### src/rtl/sls_pkg.sv
// ----------------------------------------------------------------------------
// sls_pkg: shared types and constants for the sprite line search
// Holds the controller state encoding, the command and status groups that
// join controller and datapath, and the fixed offsets of the object format.
// ----------------------------------------------------------------------------
`default_nettype none

package sls_pkg;

   // Opcodes of an input item
   localparam logic OP_WRITE  = 1'b0;
   localparam logic OP_SEARCH = 1'b1;

   // Object format offsets and heights
   localparam logic [7:0] Y_OFFSET     = 8'd16;
   localparam logic [7:0] X_OFFSET     = 8'd8;
   localparam logic [8:0] SHORT_HEIGHT = 9'd8;
   localparam logic [8:0] TALL_HEIGHT  = 9'd16;

   // Width of the slot field on the result port
   localparam int SLOT_W = 4;

   // Controller states, one-hot
   typedef enum logic [3:0] {
      ST_IDLE   = 4'b0001,
      ST_SCAN   = 4'b0010,
      ST_DRAIN  = 4'b0100,
      ST_FINISH = 4'b1000
   } state_type;

   // Commands from controller to datapath
   typedef struct packed {
      logic write;   // store one attribute byte from the request ports
      logic load;    // capture the scanline, clear the scan state
      logic issue;   // read the current entry and advance the entry counter
      logic finish;  // emit the closing result of a search
   } cmd_type;

   // Status from datapath to controller
   typedef struct packed {
      logic last_entry;  // entry counter points at the final whole entry
      logic full;        // the per-line match limit has been reached
   } status_type;

endpackage

`default_nettype wire

### src/rtl/sls_ctrl.sv
// ----------------------------------------------------------------------------
// sls_ctrl: sequencer of the sprite line search
// Accepts request items, runs writes in the idle state and steps a search
// through scan, drain and finish.
// ----------------------------------------------------------------------------
`default_nettype none

module sls_ctrl (
   input  wire                  clock,
   input  wire                  reset,
   input  wire                  start,
   input  wire                  req_op,
   input  sls_pkg::status_type  status,
   output logic                 busy,
   output sls_pkg::cmd_type     cmd
);

   sls_pkg::state_type state_ff;
   sls_pkg::state_type state_in;
   logic               accept;

   assign busy   = (state_ff != sls_pkg::ST_IDLE);
   assign accept = start && !busy;

   // Next state and commands
   always_comb begin
      state_in   = state_ff;
      cmd        = '0;
      unique case (state_ff)
         sls_pkg::ST_IDLE: begin
            if (accept) begin
               if (req_op == sls_pkg::OP_SEARCH) begin
                  cmd.load = 1'b1;
                  state_in = sls_pkg::ST_SCAN;
               end else begin
                  cmd.write = 1'b1;
               end
            end
         end
         sls_pkg::ST_SCAN: begin
            cmd.issue = !status.full;
            if (status.full || status.last_entry) begin
               state_in = sls_pkg::ST_DRAIN;
            end
         end
         sls_pkg::ST_DRAIN: begin
            state_in = sls_pkg::ST_FINISH;
         end
         sls_pkg::ST_FINISH: begin
            cmd.finish = 1'b1;
            state_in   = sls_pkg::ST_IDLE;
         end
         default: begin
            state_in = sls_pkg::ST_IDLE;
         end
      endcase
   end

   // Hold state
   always_ff @(posedge clock) begin
      if (reset) begin
         state_ff <= sls_pkg::ST_IDLE;
      end else begin
         state_ff <= state_in;
      end
   end

endmodule

`default_nettype wire

### src/rtl/sls_datapath.sv
// ----------------------------------------------------------------------------
// sls_datapath: attribute store, match test and result register
// Keeps the object attribute memory with per-byte valid bits, reads one
// entry per scan step, tests it against the scanline and emits matches one
// behind so that the final one can carry the last flag.
// ----------------------------------------------------------------------------
`default_nettype none

module sls_datapath #(
   parameter int STORE_BYTES  = 160,
   parameter int MAX_PER_LINE = 10
) (
   input  wire                  clock,
   input  wire                  reset,
   input  sls_pkg::cmd_type     cmd,
   output sls_pkg::status_type  status,
   input  wire  [7:0]           req_oam_index,
   input  wire  [7:0]           req_oam_byte,
   input  wire  [7:0]           req_scanline,
   input  wire                  csr_valid,
   input  wire                  csr_ready,
   input  wire                  csr_tall_objects,
   output logic                 rsp_strobe,
   output logic                 rsp_found,
   output logic [3:0]           rsp_slot,
   output logic [7:0]           rsp_tile_id,
   output logic [7:0]           rsp_x_pos,
   output logic [7:0]           rsp_y_pos,
   output logic [7:0]           rsp_attributes,
   output logic                 rsp_last
);

   localparam int NUM_ENTRIES = STORE_BYTES / 4;
   localparam int EIDX_W      = (NUM_ENTRIES > 1) ? $clog2(NUM_ENTRIES) : 1;
   localparam int CNT_W       = $clog2(MAX_PER_LINE + 1);
   localparam int WHOLE_BYTES = NUM_ENTRIES * 4;

   // Attribute memory, one word per entry, and per-byte valid bits
   logic [31:0]       mem_ff   [NUM_ENTRIES];
   logic [3:0]        valid_ff [NUM_ENTRIES];

   logic              tall_ff;
   logic [7:0]        line_ff;
   logic [EIDX_W-1:0] entry_ff;
   logic [CNT_W-1:0]  count_ff;
   logic              rd_pend_ff;
   logic [31:0]       rd_data_ff;
   logic [3:0]        rd_vbits_ff;

   // Pending match, held until the next match or the end of the search
   logic              pend_v_ff;
   logic [3:0]        pend_slot_ff;
   logic [7:0]        pend_tile_ff;
   logic [7:0]        pend_x_ff;
   logic [7:0]        pend_y_ff;
   logic [7:0]        pend_attr_ff;

   // Result register
   logic              rsp_strobe_ff;
   logic              rsp_found_ff;
   logic [3:0]        rsp_slot_ff;
   logic [7:0]        rsp_tile_ff;
   logic [7:0]        rsp_x_ff;
   logic [7:0]        rsp_y_ff;
   logic [7:0]        rsp_attr_ff;
   logic              rsp_last_ff;

   logic              wr_hit;
   logic [EIDX_W-1:0] wr_entry;
   logic [1:0]        wr_field;
   logic [7:0]        raw_y;
   logic [7:0]        raw_x;
   logic [7:0]        raw_tile;
   logic [7:0]        raw_attr;
   logic [7:0]        obj_y;
   logic [7:0]        obj_x;
   logic [8:0]        obj_bottom;
   logic              match;
   logic              eval_hit;
   logic [CNT_W+3:0]  count_ext;

   // Decode the write address into entry and byte lane
   assign wr_hit   = cmd.write && ({1'b0, req_oam_index} < 9'(WHOLE_BYTES));
   assign wr_entry = req_oam_index[2 +: EIDX_W];
   assign wr_field = req_oam_index[1:0];

   // Mask bytes never written to their reset value of zero
   assign raw_y    = rd_vbits_ff[0] ? rd_data_ff[7:0]   : 8'd0;
   assign raw_x    = rd_vbits_ff[1] ? rd_data_ff[15:8]  : 8'd0;
   assign raw_tile = rd_vbits_ff[2] ? rd_data_ff[23:16] : 8'd0;
   assign raw_attr = rd_vbits_ff[3] ? rd_data_ff[31:24] : 8'd0;

   // Test the entry against the scanline; the bottom edge does not wrap
   assign obj_y      = raw_y - sls_pkg::Y_OFFSET;
   assign obj_x      = raw_x - sls_pkg::X_OFFSET;
   assign obj_bottom = {1'b0, obj_y}
                       + (tall_ff ? sls_pkg::TALL_HEIGHT : sls_pkg::SHORT_HEIGHT);
   assign match      = (line_ff >= obj_y) && ({1'b0, line_ff} < obj_bottom)
                       && (raw_x > sls_pkg::X_OFFSET);
   assign eval_hit   = rd_pend_ff && !status.full && match;
   assign count_ext  = {4'd0, count_ff};

   assign status.full       = (count_ff == CNT_W'(MAX_PER_LINE));
   assign status.last_entry = (entry_ff == EIDX_W'(NUM_ENTRIES - 1));

   // Store a byte into the memory
   always_ff @(posedge clock) begin
      if (wr_hit) begin
         mem_ff[wr_entry][wr_field*8 +: 8] <= req_oam_byte;
      end
   end

   // Read one entry per scan step
   always_ff @(posedge clock) begin
      if (cmd.issue) begin
         rd_data_ff  <= mem_ff[entry_ff];
         rd_vbits_ff <= valid_ff[entry_ff];
      end
   end

   // Mark written bytes valid; reset clears the whole store at once
   always_ff @(posedge clock) begin
      if (reset) begin
         for (int i = 0; i < NUM_ENTRIES; i++) begin
            valid_ff[i] <= 4'd0;
         end
      end else if (wr_hit) begin
         valid_ff[wr_entry][wr_field] <= 1'b1;
      end
   end

   // Object height register
   always_ff @(posedge clock) begin
      if (reset) begin
         tall_ff <= 1'b0;
      end else if (csr_valid && csr_ready) begin
         tall_ff <= csr_tall_objects;
      end
   end

   // Scan control: entry counter, read pipe flag, match count
   always_ff @(posedge clock) begin
      if (reset) begin
         entry_ff   <= '0;
         count_ff   <= '0;
         rd_pend_ff <= 1'b0;
         pend_v_ff  <= 1'b0;
      end else if (cmd.load) begin
         entry_ff   <= '0;
         count_ff   <= '0;
         rd_pend_ff <= 1'b0;
         pend_v_ff  <= 1'b0;
      end else begin
         rd_pend_ff <= cmd.issue;
         if (cmd.issue) begin
            entry_ff <= entry_ff + 1'b1;
         end
         if (eval_hit) begin
            count_ff  <= count_ff + 1'b1;
            pend_v_ff <= 1'b1;
         end
         if (cmd.finish) begin
            pend_v_ff <= 1'b0;
         end
      end
   end

   // Capture the search line
   always_ff @(posedge clock) begin
      if (cmd.load) begin
         line_ff <= req_scanline;
      end
   end

   // Hold the newest match as pending
   always_ff @(posedge clock) begin
      if (eval_hit) begin
         pend_slot_ff <= count_ext[3:0];
         pend_tile_ff <= raw_tile;
         pend_x_ff    <= obj_x;
         pend_y_ff    <= obj_y;
         pend_attr_ff <= raw_attr;
      end
   end

   // Result strobe: an older match on a new hit, the closing result on finish
   always_ff @(posedge clock) begin
      if (reset) begin
         rsp_strobe_ff <= 1'b0;
      end else begin
         rsp_strobe_ff <= (eval_hit && pend_v_ff) || cmd.finish;
      end
   end

   // Result payload
   always_ff @(posedge clock) begin
      if (cmd.finish && !pend_v_ff) begin
         rsp_found_ff <= 1'b0;
         rsp_slot_ff  <= 4'd0;
         rsp_tile_ff  <= 8'd0;
         rsp_x_ff     <= 8'd0;
         rsp_y_ff     <= 8'd0;
         rsp_attr_ff  <= 8'd0;
         rsp_last_ff  <= 1'b1;
      end else begin
         rsp_found_ff <= 1'b1;
         rsp_slot_ff  <= pend_slot_ff;
         rsp_tile_ff  <= pend_tile_ff;
         rsp_x_ff     <= pend_x_ff;
         rsp_y_ff     <= pend_y_ff;
         rsp_attr_ff  <= pend_attr_ff;
         rsp_last_ff  <= cmd.finish;
      end
   end

   assign rsp_strobe     = rsp_strobe_ff;
   assign rsp_found      = rsp_found_ff;
   assign rsp_slot       = rsp_slot_ff;
   assign rsp_tile_id    = rsp_tile_ff;
   assign rsp_x_pos      = rsp_x_ff;
   assign rsp_y_pos      = rsp_y_ff;
   assign rsp_attributes = rsp_attr_ff;
   assign rsp_last       = rsp_last_ff;

   // The match count never passes the per-line limit
   assert property (@(posedge clock) disable iff (reset)
      count_ff <= CNT_W'(MAX_PER_LINE))
      else $error("match count above limit");

   // Finishing a search always yields the closing result next cycle
   assert property (@(posedge clock) disable iff (reset)
      cmd.finish |=> (rsp_strobe_ff && rsp_last_ff))
      else $error("finish without closing result");

   // A hit behind a pending match pushes out a non-final found result
   assert property (@(posedge clock) disable iff (reset)
      (eval_hit && pend_v_ff) |=> (rsp_strobe_ff && rsp_found_ff && !rsp_last_ff))
      else $error("pending match not emitted");

   // A not-found result is always the only and final one
   assert property (@(posedge clock) disable iff (reset)
      (rsp_strobe_ff && !rsp_found_ff) |-> (rsp_last_ff && $past(count_ff) == '0))
      else $error("not-found result out of place");

endmodule

`default_nettype wire

### src/rtl/sprite_line_search.sv
// ----------------------------------------------------------------------------
// sprite_line_search: object attribute scan for one display line
// Holds the object attribute store, takes byte writes and scanline
// searches, and streams the selected objects of a line in store order.
//
//   channel   ports                            handshake
//   request   req_op/oam_index/oam_byte/       accepted when start && !busy
//             req_scanline
//   result    rsp_found/slot/tile_id/x_pos/    one cycle per item, rsp_strobe
//             y_pos/attributes/last
//   config    csr_tall_objects                 written when csr_valid && csr_ready
//
// A write item is stored in the idle state; the next item can be accepted right after.
// A search item reads one entry per cycle from the entry memory (N = STORE_BYTES / 4
// entries, 40 by default); the scan stops early when the per-line limit is reached.
// Results leave one behind the scan; the last one appears in the same cycle as
// busy falls. The receiver cannot stall results.
// Reset clears the store through per-byte valid bits at once; no clearing pass.
// ----------------------------------------------------------------------------
`default_nettype none

module sprite_line_search #(
   parameter int STORE_BYTES  = 160,
   parameter int MAX_PER_LINE = 10
) (
   input  wire        clock,
   input  wire        reset,
   input  wire        start,
   output logic       busy,
   input  wire        req_op,
   input  wire  [7:0] req_oam_index,
   input  wire  [7:0] req_oam_byte,
   input  wire  [7:0] req_scanline,
   output logic       rsp_strobe,
   output logic       rsp_found,
   output logic [3:0] rsp_slot,
   output logic [7:0] rsp_tile_id,
   output logic [7:0] rsp_x_pos,
   output logic [7:0] rsp_y_pos,
   output logic [7:0] rsp_attributes,
   output logic       rsp_last,
   input  wire        csr_valid,
   output logic       csr_ready,
   input  wire        csr_tall_objects
);

   sls_pkg::cmd_type    cmd;
   sls_pkg::status_type status;

   // Take configuration while no search runs
   assign csr_ready = !busy;

   sls_ctrl u_ctrl (
      .clock  (clock),
      .reset  (reset),
      .start  (start),
      .req_op (req_op),
      .status (status),
      .busy   (busy),
      .cmd    (cmd)
   );

   sls_datapath #(
      .STORE_BYTES  (STORE_BYTES),
      .MAX_PER_LINE (MAX_PER_LINE)
   ) u_datapath (
      .clock            (clock),
      .reset            (reset),
      .cmd              (cmd),
      .status           (status),
      .req_oam_index    (req_oam_index),
      .req_oam_byte     (req_oam_byte),
      .req_scanline     (req_scanline),
      .csr_valid        (csr_valid),
      .csr_ready        (csr_ready),
      .csr_tall_objects (csr_tall_objects),
      .rsp_strobe       (rsp_strobe),
      .rsp_found        (rsp_found),
      .rsp_slot         (rsp_slot),
      .rsp_tile_id      (rsp_tile_id),
      .rsp_x_pos        (rsp_x_pos),
      .rsp_y_pos        (rsp_y_pos),
      .rsp_attributes   (rsp_attributes),
      .rsp_last         (rsp_last)
   );

endmodule

`default_nettype wire
### config.mk
export PLATFORM = sky130hd
export DESIGN_NAME = sprite_line_search
export DESIGN_NICKNAME = d
export VERILOG_FILES = /design/src/rtl/sls_pkg.sv /design/src/rtl/sls_ctrl.sv /design/src/rtl/sls_datapath.sv /design/src/rtl/sprite_line_search.sv
export SDC_FILE = /design/constraint.sdc
export NUM_CORES = 2
export LEC_CHECK = 0
export BUFFER_PORTS_ARGS = -buffer_cell sky130_fd_sc_hd__buf_4
export CORE_ASPECT_RATIO = 0.5
export CORE_MARGIN = 3
export CORE_UTILIZATION = 61
export DETAILED_ROUTE_END_ITERATION = 10
export PLACE_DENSITY = 0.77
export SKIP_CTS_REPAIR_TIMING = 1
export SYNTH_ARGS = -nofsm -noshare
export SYNTH_HDL_FRONTEND = slang
export SYNTH_SLANG_ARGS = --single-unit
### constraint.sdc
create_clock -name clock -period 15.5 [get_ports clock]
set_input_delay 2.325 -clock clock [delete_from_list [all_inputs] [get_ports clock]]
set_output_delay 2.325 -clock clock [all_outputs]
set_load 0.02 [all_outputs]
==> qor.csv <==
metric,value,unit
status,completed,
post_synth.cell_area_avg,18.1,sq um
place_area,0.0653,sq mm
clkTransAtPathRegs,0.07,ns
dieArea,0.109,sq mm
gp_congestion,0.910,
core,0.103,sq mm
finalHoldViolCount,0,
ys_seq_area_share,73.8,%
r2r_cells,8,
ys_warn_count,0,
cts_buffers,142,
tritoncts,done,
drive_gt1_share,21.8,%
die_height,235,um
relSlewSlack,10.2,%
total_power,8440,uW
peakVddDrop,0.116,mV
slew_viol_final,0,
rows,83,
p_per_area,121,mW/mm^2
synth_top_cell_area_share,64.0,%
synth_flop_cell,edfxtp_1,
rrSetupSlack,10.30,ns
clock-sinks,1672,
hpwl,98.0,mm
rr_endpoint,u_datapath.rd_data_ff[12]$_DFFE_PP_,
yosysTopAreaCell,edfxtp_1,
first_global_vias,33100,
synthArstFlopShare,0,%
clk_path_buf_depth,3,
fmax,192,MHz
syn_inst,3531,
drt-total-wl,162,mm
worstHoldPathCells,0,
hp-class,register to register,
hold_end,u_datapath.valid_ff[58][2]$_DFF_P_,
cp_max_fo,50,
grt_max_degree,123,
critPathLaunchType,register,
route.antenna.remaining_nets,0,
crit_required,15.91,ns
setup_viol_count_final,0,
start_util,61.9,%
drt-wirelength-per-cell,32.0,um
mostFrequentLayoutCell,edfxtp_1,
finClkSkew,0.0345,ns
port_buffers,70,
vias,34000,
p_leak,0.0236,uW
synth.area.top_cells,"edfxtp_1 64%, mux4_2 13%, dfxtp_1 9.8%",
ios,71,
fin_crit,5.20,ns
syn_to_final_growth,9.29,%
drtPass1Iterations,6,
tns,0,ns
syn-cell-area,0.0638,sq mm
htree_levels,4,
routed_via_density,6.74,
fin_area,0.0697,sq mm
arrival,5.60,ns
grt_pass1_wl,234,mm
hold_start,u_datapath.valid_ff[58][2]$_DFF_P_,
r2r_start,u_datapath.entry_ff[2]$_SDFFE_PP0P_,
drc,0,
grt_overflow_total,0,
critPathKind,register to register,
drt_iter0_markers,5148,
synth_edf_count,1360,
layout_common_cells,"1,360 x edfxtp_1, 372 x mux4_2, 308 x dfxtp_1",
track_usage,30.0,%
die_w,463,um
synth_nets,3589,
fin_nets,3575,
clock_latency,0.78,ns
antenna_found_initial,10,
cts_root_buf,clkbuf_16,
end_kind,register,
min_period_over_period,33.5,%
synth.distinct_cells,66,
rsz0062_at_grt,false,
ys_ff_latch,1672,
max_slew.worst_pin.slew,1.34,ns
maxCapViolations,0,
kinds of logic after synthesis:
logic type	count (synthesis)	synth area share (%)
AND/OR/NAND/NOR	577	4.25
multiplexers	451	14.5
buffers and inverters	431	2.99
flip-flops	1672	73.8
AO/OA/AOI/OAI	362	3.80
XOR/XNOR	10	0.137
adder cells (fa/ha/maj)	28	0.561
sequential cells by signal (all words and copies together), names as in the netlist, 6 cells and up:
signal,count
u_datapath.rsp_tile_id,8
u_datapath.mem_ff,1280
u_datapath.rsp_x_pos,8
u_datapath.valid_ff,256
u_datapath.pend_y_ff,8
u_datapath.line_ff,8
u_datapath.pend_tile_ff,8
u_datapath.rsp_y_pos,8
u_datapath.rsp_attributes,8
u_datapath.entry_ff,6
u_datapath.pend_x_ff,8
u_datapath.rd_data_ff,32
u_datapath.pend_attr_ff,8
where the power goes:
group | switching, uW | leakage, uW | internal, uW | total, uW
registers | 2.54 | 0.0167 | 4830 | 4830
clock network | 1580 | 0.00219 | 1900 | 3480
logic | 94.7 | 0.00471 | 26.5 | 121
total | 1680 | 0.0236 | 6760 | 8440
through the flow:
step	utilization (%)	hold slack, ns	std cells	worst slack [ns]
3_5_place_dp	63.3	0.336	4775	10.23
5_1_grt	67.6	0.354	5038	10.28
2_1_floorplan	-	0.398	3531	10.09
6_report	67.6	0.348	5046	10.30
4_1_cts	67.6	0.350	5035	10.56
3_3_place_gp	63.3	0.333	4775	10.29
worst max-delay path, stage by stage (launching register included):
cell and delay [ns]:
dfxtp_4 0.73, buf_4 0.57, buf_4 0.72, and2_1 0.89
buf_4 0.49, a22oi_1 0.21, nand2_1 0.21, a22oi_1 0.13
a22oi_1 0.80
Yosys cell counts (7+ instances only):
master	count
a21oi_1	15
a221oi_1	12
a22oi_1	67
and2_1	57
buf_1	13
buf_2	47
buf_4	26
buf_6	18
clkbuf_1	185
dfxtp_1	312
edfxtp_1	1360
ha_1	27
inv_1	141
mux2_2	49
mux2i_1	30
mux4_2	372
nand2_1	110
nand2b_1	8
nand3_1	12
nor2_1	266
nor2b_1	50
nor3_1	12
nor3b_1	10
o21ai_0	22
o22ai_1	199
o31ai_1	11
or4_1	16
xnor2_1	7
worst max path at each step:
stage,startpoint,cells past startpoint,slack (ns),to
2_1_floorplan,u_datapath.rd_vbits_ff[0]$_DFFE_PP_,13,10.09,u_datapath.count_ff[1]$_SDFFE_PP0P_
3_3_place_gp,req_op,5,10.29,u_datapath.mem_ff[5][0]$_DFFE_PP_
3_5_place_dp,req_oam_index[5],4,10.23,u_datapath.mem_ff[33][24]$_DFFE_PP_
4_1_cts,u_datapath.entry_ff[0]$_SDFFE_PP0P_,8,10.56,u_datapath.rd_data_ff[20]$_DFFE_PP_
5_1_grt,u_datapath.entry_ff[0]$_SDFFE_PP0P_,8,10.28,u_datapath.rd_data_ff[20]$_DFFE_PP_
6_report,u_datapath.entry_ff[2]$_SDFFE_PP0P_,8,10.30,u_datapath.rd_data_ff[12]$_DFFE_PP_
cell type report:
type	count	area (sq um)
antenna	11	27.5
clock buffer	198	3980
clock inverter	62	477
fill	6290	33400
inverter	141	529
multi-input combinational	1428	14900
sequential	1672	47100
tap	1402	1750
timing repair buffer	132	1000
metal layers:
metal / vias up / track usage, % / wire [um]
met5: - / 0 / 27
met2: 2511 / 44.4 / 73600
li1: 13800 / - / -
met1: 17300 / 41.1 / 58300
met4: 4 / 12.0 / 6590
met3: 367 / 10.7 / 23100
(Power assumes the default switching activity.)
